## src/rtl/core/tgb_pkg.sv

```systemverilog
`timescale 1ns / 1ps
// ----------------------------------------------------------------------------
// tgb_pkg
// Types and constants shared by the triangle grid binner.
// ----------------------------------------------------------------------------
package tgb_pkg;

	localparam int COORD_BITS = 24;
	localparam int STEP_BITS  = 23;
	localparam int PAD_BITS   = 16;
	localparam int CNT_BITS   = 4;
	localparam int TRI_BITS   = 16;
	localparam int IDX_BITS   = 3;
	localparam int ACC_BITS   = 29;
	localparam int CFG_BITS   = 32;

	localparam logic [2:0] REG_ORIGIN_X = 3'd0;
	localparam logic [2:0] REG_ORIGIN_Z = 3'd1;
	localparam logic [2:0] REG_STEP_X   = 3'd2;
	localparam logic [2:0] REG_STEP_Z   = 3'd3;
	localparam logic [2:0] REG_TILES_X  = 3'd4;
	localparam logic [2:0] REG_TILES_Z  = 3'd5;
	localparam logic [2:0] REG_PADDING  = 3'd6;

	typedef struct packed {
		logic signed [COORD_BITS-1:0] ax;
		logic signed [COORD_BITS-1:0] az;
		logic signed [COORD_BITS-1:0] bx;
		logic signed [COORD_BITS-1:0] bz;
		logic signed [COORD_BITS-1:0] cx;
		logic signed [COORD_BITS-1:0] cz;
		logic [TRI_BITS-1:0]          tri_number;
	} item_t;

	typedef struct packed {
		logic [IDX_BITS-1:0] tile_col;
		logic [IDX_BITS-1:0] tile_row;
		logic [TRI_BITS-1:0] tri_out;
		logic                last_hit;
	} result_t;

	typedef struct packed {
		logic signed [COORD_BITS-1:0] lo_x;
		logic signed [COORD_BITS-1:0] hi_x;
		logic signed [COORD_BITS-1:0] lo_z;
		logic signed [COORD_BITS-1:0] hi_z;
		logic [TRI_BITS-1:0]          tri_id;
	} box_t;

	typedef struct packed {
		logic valid;
		box_t box;
	} box_q_t;

	typedef struct packed {
		logic signed [COORD_BITS-1:0] origin_x;
		logic signed [COORD_BITS-1:0] origin_z;
		logic [STEP_BITS-1:0]         step_x;
		logic [STEP_BITS-1:0]         step_z;
		logic [CNT_BITS-1:0]          tiles_x;
		logic [CNT_BITS-1:0]          tiles_z;
		logic [PAD_BITS-1:0]          padding;
	} cfg_t;

	typedef enum logic [1:0] {
		B_IDLE,
		B_SCAN,
		B_FLUSH
	} back_state_t;

endpackage

```

## src/rtl/core/triangle_grid_binner.sv

```systemverilog
`timescale 1ns / 1ps
// ----------------------------------------------------------------------------
// triangle_grid_binner
// Bins triangles into the tiles of a uniform X/Z grid by bounding box.
// ----------------------------------------------------------------------------
// Each pushed triangle yields one word per overlapping tile, X-major then Z,
// with last_hit set on the final one; a triangle with no overlap yields none.
// The front computes the bounding box in the accept cycle and holds up to two
// boxes; the back tests one tile per cycle unless a blocked hit stalls it, and
// takes each triangle from the idle state through a scan of every tile and a
// flush state. Configuration writes are always ready and must only be made
// while the block is idle.
module triangle_grid_binner #(
	parameter int MAX_TILES_X = 8,
	parameter int MAX_TILES_Z = 8
) (
	input  logic                          clk,
	input  logic                          arst_n,
	input  logic                          push,
	output logic                          full,
	input  tgb_pkg::item_t                item,
	output logic                          empty,
	input  logic                          pop,
	output tgb_pkg::result_t              result,
	input  logic                          cfg_valid,
	output logic                          cfg_ready,
	input  logic [2:0]                    cfg_index,
	input  logic [tgb_pkg::CFG_BITS-1:0]  cfg_data
);
	import tgb_pkg::*;

	cfg_t   cfg_q;
	box_q_t head;
	logic   head_pop;

	assign cfg_ready = 1'b1;

	always_ff @(posedge clk or negedge arst_n) begin
		if (!arst_n) begin
			cfg_q.origin_x <= '0;
			cfg_q.origin_z <= '0;
			cfg_q.step_x   <= STEP_BITS'(256);
			cfg_q.step_z   <= STEP_BITS'(256);
			cfg_q.tiles_x  <= CNT_BITS'(8);
			cfg_q.tiles_z  <= CNT_BITS'(8);
			cfg_q.padding  <= PAD_BITS'(179);
		end else if (cfg_valid && cfg_ready) begin
			case (cfg_index)
				REG_ORIGIN_X: cfg_q.origin_x <= $signed(cfg_data[COORD_BITS-1:0]);
				REG_ORIGIN_Z: cfg_q.origin_z <= $signed(cfg_data[COORD_BITS-1:0]);
				REG_STEP_X:   cfg_q.step_x   <= cfg_data[STEP_BITS-1:0];
				REG_STEP_Z:   cfg_q.step_z   <= cfg_data[STEP_BITS-1:0];
				REG_TILES_X:  cfg_q.tiles_x  <= cfg_data[CNT_BITS-1:0];
				REG_TILES_Z:  cfg_q.tiles_z  <= cfg_data[CNT_BITS-1:0];
				REG_PADDING:  cfg_q.padding  <= cfg_data[PAD_BITS-1:0];
				default: ;
			endcase
		end
	end

	tgb_front u_front (
		.clk    (clk),
		.arst_n (arst_n),
		.push   (push),
		.full   (full),
		.item   (item),
		.pop    (head_pop),
		.head   (head)
	);

	tgb_back #(
		.MAX_TILES_X (MAX_TILES_X),
		.MAX_TILES_Z (MAX_TILES_Z)
	) u_back (
		.clk      (clk),
		.arst_n   (arst_n),
		.cfg      (cfg_q),
		.head     (head),
		.head_pop (head_pop),
		.empty    (empty),
		.pop      (pop),
		.result   (result)
	);

endmodule

```

## src/rtl/core/tgb_front.sv

```systemverilog
`timescale 1ns / 1ps
// ----------------------------------------------------------------------------
// tgb_front
// Accepts triangles, forms the X/Z bounding box and queues it (two words).
// ----------------------------------------------------------------------------
module tgb_front (
	input  logic           clk,
	input  logic           arst_n,
	input  logic           push,
	output logic           full,
	input  tgb_pkg::item_t item,
	input  logic           pop,
	output tgb_pkg::box_q_t head
);
	import tgb_pkg::*;

	box_t       mem_q [2];
	logic       wr_q;
	logic       rd_q;
	logic [1:0] cnt_q;
	box_t       box;
	logic       wr_en;
	logic       rd_en;

	function automatic logic signed [COORD_BITS-1:0] min3(
		input logic signed [COORD_BITS-1:0] a,
		input logic signed [COORD_BITS-1:0] b,
		input logic signed [COORD_BITS-1:0] c
	);
		logic signed [COORD_BITS-1:0] m;
		m = (a < b) ? a : b;
		return (m < c) ? m : c;
	endfunction

	function automatic logic signed [COORD_BITS-1:0] max3(
		input logic signed [COORD_BITS-1:0] a,
		input logic signed [COORD_BITS-1:0] b,
		input logic signed [COORD_BITS-1:0] c
	);
		logic signed [COORD_BITS-1:0] m;
		m = (a > b) ? a : b;
		return (m > c) ? m : c;
	endfunction

	always_comb begin
		box.lo_x   = min3(item.ax, item.bx, item.cx);
		box.hi_x   = max3(item.ax, item.bx, item.cx);
		box.lo_z   = min3(item.az, item.bz, item.cz);
		box.hi_z   = max3(item.az, item.bz, item.cz);
		box.tri_id = item.tri_number;
	end

	assign full       = (cnt_q == 2'd2);
	assign wr_en      = push && !full;
	assign rd_en      = pop && (cnt_q != 2'd0);
	assign head.valid = (cnt_q != 2'd0);
	assign head.box   = mem_q[rd_q];

	always_ff @(posedge clk or negedge arst_n) begin
		if (!arst_n) begin
			wr_q  <= 1'b0;
			rd_q  <= 1'b0;
			cnt_q <= 2'd0;
		end else begin
			if (wr_en) wr_q <= !wr_q;
			if (rd_en) rd_q <= !rd_q;
			cnt_q <= cnt_q + {1'b0, wr_en} - {1'b0, rd_en};
		end
	end

	always_ff @(posedge clk) begin
		if (wr_en) mem_q[wr_q] <= box;
	end

endmodule

```

## src/rtl/core/tgb_back.sv

```systemverilog
`timescale 1ns / 1ps
// ----------------------------------------------------------------------------
// tgb_back
// Scans the grid for the queued box one tile per cycle, stalling while a hit is blocked, and emits hit words.
// ----------------------------------------------------------------------------
module tgb_back #(
	parameter int MAX_TILES_X = 8,
	parameter int MAX_TILES_Z = 8
) (
	input  logic             clk,
	input  logic             arst_n,
	input  tgb_pkg::cfg_t    cfg,
	input  tgb_pkg::box_q_t  head,
	output logic             head_pop,
	output logic             empty,
	input  logic             pop,
	output tgb_pkg::result_t result
);
	import tgb_pkg::*;

	localparam int XW = (MAX_TILES_X > 1) ? $clog2(MAX_TILES_X) : 1;
	localparam int ZW = (MAX_TILES_Z > 1) ? $clog2(MAX_TILES_Z) : 1;

	back_state_t state_q, state_d;

	logic [CNT_BITS-1:0] nx, nz;
	logic [XW-1:0]       xi_q;
	logic [ZW-1:0]       zi_q;
	logic                x_end, z_end;

	logic signed [ACC_BITS-1:0] lo_x_q, hi_x_q, lo_z_q, hi_z_q;
	logic signed [ACC_BITS-1:0] lo_x0, hi_x0, lo_z0, hi_z0;
	logic signed [ACC_BITS-1:0] sx, sz, pad, ox, oz;
	logic signed [ACC_BITS-1:0] blo_x, bhi_x, blo_z, bhi_z;
	box_t                       box_q;

	logic                tile_hit;
	logic                pend_valid_q;
	logic [IDX_BITS-1:0] pend_col_q, pend_row_q;

	result_t    mem_q [2];
	logic       wr_q, rd_q;
	logic [1:0] cnt_q;
	logic       out_full;
	logic       out_pop;

	logic load, advance, push_out, push_last, set_pend, clr_pend;

	function automatic logic signed [ACC_BITS-1:0] sext(input logic [COORD_BITS-1:0] v);
		return $signed({{(ACC_BITS-COORD_BITS){v[COORD_BITS-1]}}, v});
	endfunction

	assign nx = (cfg.tiles_x > CNT_BITS'(MAX_TILES_X)) ? CNT_BITS'(MAX_TILES_X) : cfg.tiles_x;
	assign nz = (cfg.tiles_z > CNT_BITS'(MAX_TILES_Z)) ? CNT_BITS'(MAX_TILES_Z) : cfg.tiles_z;

	assign sx  = $signed({{(ACC_BITS-STEP_BITS){1'b0}}, cfg.step_x});
	assign sz  = $signed({{(ACC_BITS-STEP_BITS){1'b0}}, cfg.step_z});
	assign pad = $signed({{(ACC_BITS-PAD_BITS){1'b0}}, cfg.padding});
	assign ox  = sext(cfg.origin_x);
	assign oz  = sext(cfg.origin_z);

	assign lo_x0 = ox - pad;
	assign hi_x0 = ox + sx + pad;
	assign lo_z0 = oz - pad;
	assign hi_z0 = oz + sz + pad;

	assign blo_x = sext(box_q.lo_x);
	assign bhi_x = sext(box_q.hi_x);
	assign blo_z = sext(box_q.lo_z);
	assign bhi_z = sext(box_q.hi_z);

	assign tile_hit = !(hi_x_q < blo_x || lo_x_q > bhi_x)
		&& !(hi_z_q < blo_z || lo_z_q > bhi_z);

	assign x_end = (CNT_BITS'(xi_q) == nx - CNT_BITS'(1));
	assign z_end = (CNT_BITS'(zi_q) == nz - CNT_BITS'(1));

	assign out_full = (cnt_q == 2'd2);
	assign empty    = (cnt_q == 2'd0);
	assign out_pop  = pop && !empty;
	assign result   = mem_q[rd_q];

	always_ff @(posedge clk or negedge arst_n) begin
		if (!arst_n) begin
			state_q <= B_IDLE;
		end else begin
			state_q <= state_d;
		end
	end

	always_comb begin
		state_d   = state_q;
		head_pop  = 1'b0;
		load      = 1'b0;
		advance   = 1'b0;
		push_out  = 1'b0;
		push_last = 1'b0;
		set_pend  = 1'b0;
		clr_pend  = 1'b0;
		case (state_q)
			B_IDLE: begin
				if (head.valid) begin
					head_pop = 1'b1;
					load     = 1'b1;
					if (nx != '0 && nz != '0) state_d = B_SCAN;
				end
			end
			B_SCAN: begin
				if (!(tile_hit && pend_valid_q && out_full)) begin
					advance = 1'b1;
					if (tile_hit) begin
						set_pend = 1'b1;
						push_out = pend_valid_q;
					end
					if (x_end && z_end) state_d = B_FLUSH;
				end
			end
			B_FLUSH: begin
				if (!pend_valid_q) begin
					state_d = B_IDLE;
				end else if (!out_full) begin
					push_out  = 1'b1;
					push_last = 1'b1;
					clr_pend  = 1'b1;
					state_d   = B_IDLE;
				end
			end
			default: state_d = B_IDLE;
		endcase
	end

	always_ff @(posedge clk or negedge arst_n) begin
		if (!arst_n) begin
			pend_valid_q <= 1'b0;
			xi_q         <= '0;
			zi_q         <= '0;
			wr_q         <= 1'b0;
			rd_q         <= 1'b0;
			cnt_q        <= 2'd0;
		end else begin
			if (set_pend) pend_valid_q <= 1'b1;
			else if (clr_pend) pend_valid_q <= 1'b0;
			if (load) begin
				xi_q <= '0;
				zi_q <= '0;
			end else if (advance) begin
				if (z_end) begin
					zi_q <= '0;
					xi_q <= xi_q + XW'(1);
				end else begin
					zi_q <= zi_q + ZW'(1);
				end
			end
			if (push_out) wr_q <= !wr_q;
			if (out_pop) rd_q <= !rd_q;
			cnt_q <= cnt_q + {1'b0, push_out} - {1'b0, out_pop};
		end
	end

	always_ff @(posedge clk) begin
		if (load) begin
			box_q  <= head.box;
			lo_x_q <= lo_x0;
			hi_x_q <= hi_x0;
			lo_z_q <= lo_z0;
			hi_z_q <= hi_z0;
		end else if (advance) begin
			if (z_end) begin
				lo_z_q <= lo_z0;
				hi_z_q <= hi_z0;
				lo_x_q <= lo_x_q + sx;
				hi_x_q <= hi_x_q + sx;
			end else begin
				lo_z_q <= lo_z_q + sz;
				hi_z_q <= hi_z_q + sz;
			end
		end
		if (set_pend) begin
			pend_col_q <= IDX_BITS'(xi_q);
			pend_row_q <= IDX_BITS'(zi_q);
		end
		if (push_out) begin
			mem_q[wr_q].tile_col <= pend_col_q;
			mem_q[wr_q].tile_row <= pend_row_q;
			mem_q[wr_q].tri_out  <= box_q.tri_id;
			mem_q[wr_q].last_hit <= push_last;
		end
	end

`ifndef NO_ASSERTIONS
	a_cnt_range: assert property (@(posedge clk) disable iff (!arst_n)
		cnt_q != 2'd3)
		else $error("result queue count out of range");

	a_stall_hold: assert property (@(posedge clk) disable iff (!arst_n)
		(state_q == B_SCAN && tile_hit && pend_valid_q && out_full)
		|=> (state_q == B_SCAN && $stable(xi_q) && $stable(zi_q)))
		else $error("scan moved on while a hit was blocked");

	a_idle_no_pend: assert property (@(posedge clk) disable iff (!arst_n)
		(state_q == B_IDLE) |-> !pend_valid_q)
		else $error("pending hit left behind at end of triangle");

	a_load_idle: assert property (@(posedge clk) disable iff (!arst_n)
		head_pop |-> (state_q == B_IDLE && head.valid))
		else $error("box taken outside idle");
`endif

endmodule
```

## config.mk

```make
export PLATFORM = sky130hd
export DESIGN_NAME = triangle_grid_binner
export DESIGN_NICKNAME = d
export VERILOG_FILES = /design/src/rtl/core/tgb_pkg.sv /design/src/rtl/core/triangle_grid_binner.sv /design/src/rtl/core/tgb_front.sv /design/src/rtl/core/tgb_back.sv
export SDC_FILE = /design/constraint.sdc
export NUM_CORES = 2
export LEC_CHECK = 0
export ABC_AREA = 1
export BUFFER_PORTS_ARGS = -buffer_cell sky130_fd_sc_hd__buf_2
export CAP_MARGIN = 20
export CORE_MARGIN = 5
export CORE_UTILIZATION = 60
export CTS_CLUSTER_SIZE = 28
export DETAILED_ROUTE_END_ITERATION = 10
export PLACE_DENSITY = 0.78
export SLEW_MARGIN = 20
export SYNTH_ARGS = -nofsm -noshare
export SYNTH_HDL_FRONTEND = slang
export SYNTH_SLANG_ARGS = --single-unit
```

## constraint.sdc

```tcl
create_clock -name clk -period 7.85 [get_ports clk]
set_input_delay 0 -clock clk [delete_from_list [all_inputs] [get_ports clk]]
set_output_delay 0 -clock clk [all_outputs]
set_load 0.05 [all_outputs]
```

==> qor.txt <==
Comb pwr share -> 0.491
Syn Inst Count -> 5,022
area leader, netlist -> edfxtp_1
# IOs -> 226
Worst Hold Class -> in2reg
pin count of the biggest net entering global routing -> 84
Netlist Area Pre-Place -> 42,500 sq um
Die Y -> 276 microns
maxcap violations -> 0
crit end category -> flop
via count -> 36,400
syn avg cell area -> 8.46 sq um
Pwr Density -> 402 nW/um^2
Post-CTS Repair Setup Buffers -> 0
switching fraction of total power -> 0.447
total CTS buffers -> 70
clk root buf -> clkbuf_16
YS warnings -> 0
maximum VDD drop -> 0.000299 V
first-pass GRT wire length -> 184 mm
CP peak stage delay -> 0.60 ns
clock skew -> 0.0297 ns
crit path max-delay cell type -> nor2_2
Final Cycle Share -> 0.752
Pint -> 10.8 mW
Layout area overhead -> 14.9%
critical-path maximum fanout -> 26
Avg WL per Cell -> 18.2 microns
syn nets -> 5,702
DR pass1 iterations -> 6
pre-CTS setup slack -> 2.42 ns
DR iter-0 viols -> 3,640
count leader, synth -> nand2_1
Clock power frac -> 0.176
minimum clock period -> 5.90 ns
WP data required -> 8.22 ns
fin worst setup slack -> 1.95 ns
Max clock buf depth -> 3
clk_lat worst skew -> 0.64 ns
Peak Freq -> 169 MHz
Hold Vio Cnt, Final -> 0
Cell variety after synth -> 62
status -> completed
Crit Path Class -> in2reg
die width -> 276 microns
share of power burned in registers -> 0.332
routed wire length -> 116 mm
top cell type's share of synthesized area -> 0.356
NetSw -> 8.76 mW
Commonest cells post-synth -> nand2_1 (1,389), inv_1 (563), edfxtp_1 (504)
Placement Rows -> 97
TNS Setup -> 0 ns
CTS tree -> yes
IO Port Bufs -> 216
Slew headroom -> 0.304
Synth Flop Type -> edfxtp_1
Seq/Total Area, Yosys -> 0.436
Detail Route Antenna Nets -> 0
vias per cell -> 5.69
die footprint -> 76,300 sq um
Worst Setup Start Kind -> primary input
Power Total -> 19.6 mW
Seq cells post-synth -> 639
core region area -> 70,100 sq um
initial core utilization -> 0.606
Worst-Margin Slew -> 1.04 ns
grt total ovfl -> 0
GRT Total Usage -> 0.295
leak pwr -> 23.2 nW
# nets final -> 6,078
Critical Path AT -> 6.28 ns
detailed-route DRC error count -> 0
final hold slack -> 0.0378 ns
Post-DP HPWL -> 85.9 mm
EDFF count, synth -> 504
H-tree Lvls -> 3
asr flop ratio synth -> 0.211
clock-pin slew on the worst setup and hold paths -> 0.06 ns
final setup vio count -> 0
Clock Sinks -> 639
vias in the first global route -> 34,300
fin. max-slew vios -> 0
initial antenna violation count -> 5
gpl congestion -> 0.950
RSZ-0062 raised after global routing -> false
top post-synthesis cells by area -> edfxtp_1 (36%), ha_1 (14%), nand2_1 (12%), dfrtp_1 (7.4%), o21ai_0 (5.2%)
layout cells sized above 1 -> 0.0770
-- routing by layer --
metal | vias up | GRT usage | wire length, microns
met1 | 16900 | 0.430 | 51800
li1 | 17900 | - | -
met2 | 1359 | 0.463 | 51800
met5 | - | 0 | 13
met4 | 2 | 0.0798 | 3270
met3 | 214 | 0.0501 | 9500
-- placed cells by master, fill, tap and decap left out, drive strengths merged, types with 11 or more instances in the layout --
cell type    instances
o221ai              11
inv                572
nor3                36
nand4               41
o21ai              488
ha                 470
a21oi              394
clkbuf              87
dlygate4sd3        179
dfrtp              126
or2                 14
o211ai              13
edfxtp             504
xnor2               71
buf                242
a21o                13
clkinv              27
nand2             1399
nor4                14
o21a                19
a31oi               34
xor2                80
a211oi              11
a21boi              12
o21bai              18
nor2               242
nand3              251
-- state kept, by name, summed over array words and instances, names as in the netlist, 24 cells and up --
name	count
u_back.lo_x_q	29
cfg_q	118
u_back.lo_z_q	29
u_back.bhi_z	24
u_back.mem_q	46
u_back.blo_z	24
u_back.blo_x	24
u_back.hi_z_q	29
u_back.bhi_x	24
u_back.hi_x_q	29
u_front.mem_q	224
-- stage by stage --
step	cell area, sq um	util	cells
floorplan	42500	-	5022
global placement	44500	0.635	6085
detailed placement	44500	0.635	6085
CTS	48800	0.695	6395
global route	48800	0.696	6399
finish	48800	0.696	6400
-- what timing repair did --
| item | CTS | global route |
|---|---|---|
| resized for setup | 0 | 0 |
| hold buffers | 180 | 0 |
| endpoints found under the hold margin | 394 | 0 |
| setup endpoints to repair | 0 | 0 |
-- power groups by stage --
| stage | combinational, mW | sequential, mW | clock [mW] |
|---|---|---|---|
| after floorplan | 6.95 | 6.11 | 0 |
| after global placement | 8.95 | 6.46 | 0 |
| after detailed placement | 9.23 | 6.50 | 0 |
| after CTS | 9.48 | 6.46 | 3.48 |
| after global routing | 10.8 | 6.60 | 3.63 |
| final | 9.63 | 6.52 | 3.46 |
-- worst max-delay path: cells and delay by family --
family,cells,cell delay (ns)
AO/OA/AOI/OAI,7,1.11
AND/OR/NAND/NOR,12,2.31
adder cells (fa/ha/maj),2,0.62
XOR/XNOR,1,0.17
buffers and inverters,5,2.03
-- layout make-up --
class | instances | area, sq um
Multi-Input combinational cell | 3696 | 21400
Fill cell | 5473 | 21300
Sequential cell | 639 | 18500
Timing Repair Buffer | 421 | 3120
Inverter | 570 | 2140
Clock buffer | 87 | 1930
Tap cell | 940 | 1180
Clock inverter | 43 | 515
Antenna cell | 4 | 10.0
-- path summary, 6_finish.rpt --
kind	end	cells after the start	slack, ns	start
hold reg to reg	u_back.mem_q[1][8]	0	0.45	u_back.box_q[7]
min in group asynchronous	cfg_q[23]	3	0.49	arst_n
setup / recovery	u_front.mem_q[1][16]	27	1.95	item[135]
setup reg to reg	u_back.hi_x_q[26]	18	3.07	cfg_q[47]
max in group asynchronous	cfg_q[113]	4	6.60	arst_n
hold / removal	u_front.mem_q[1][20]	5	0.04	item[116]
-- cell families after synthesis --
family	Yosys count	share of synthesized area
xor+xnor	151	0.0313
compound gates	1038	0.132
flops	639	0.436
simple gates	2021	0.194
fa+ha+maj	480	0.143
mux	5	0.00118
other cells	1	0.0000882
buf+inv	687	0.0621
(Power assumes the default switching activity.)
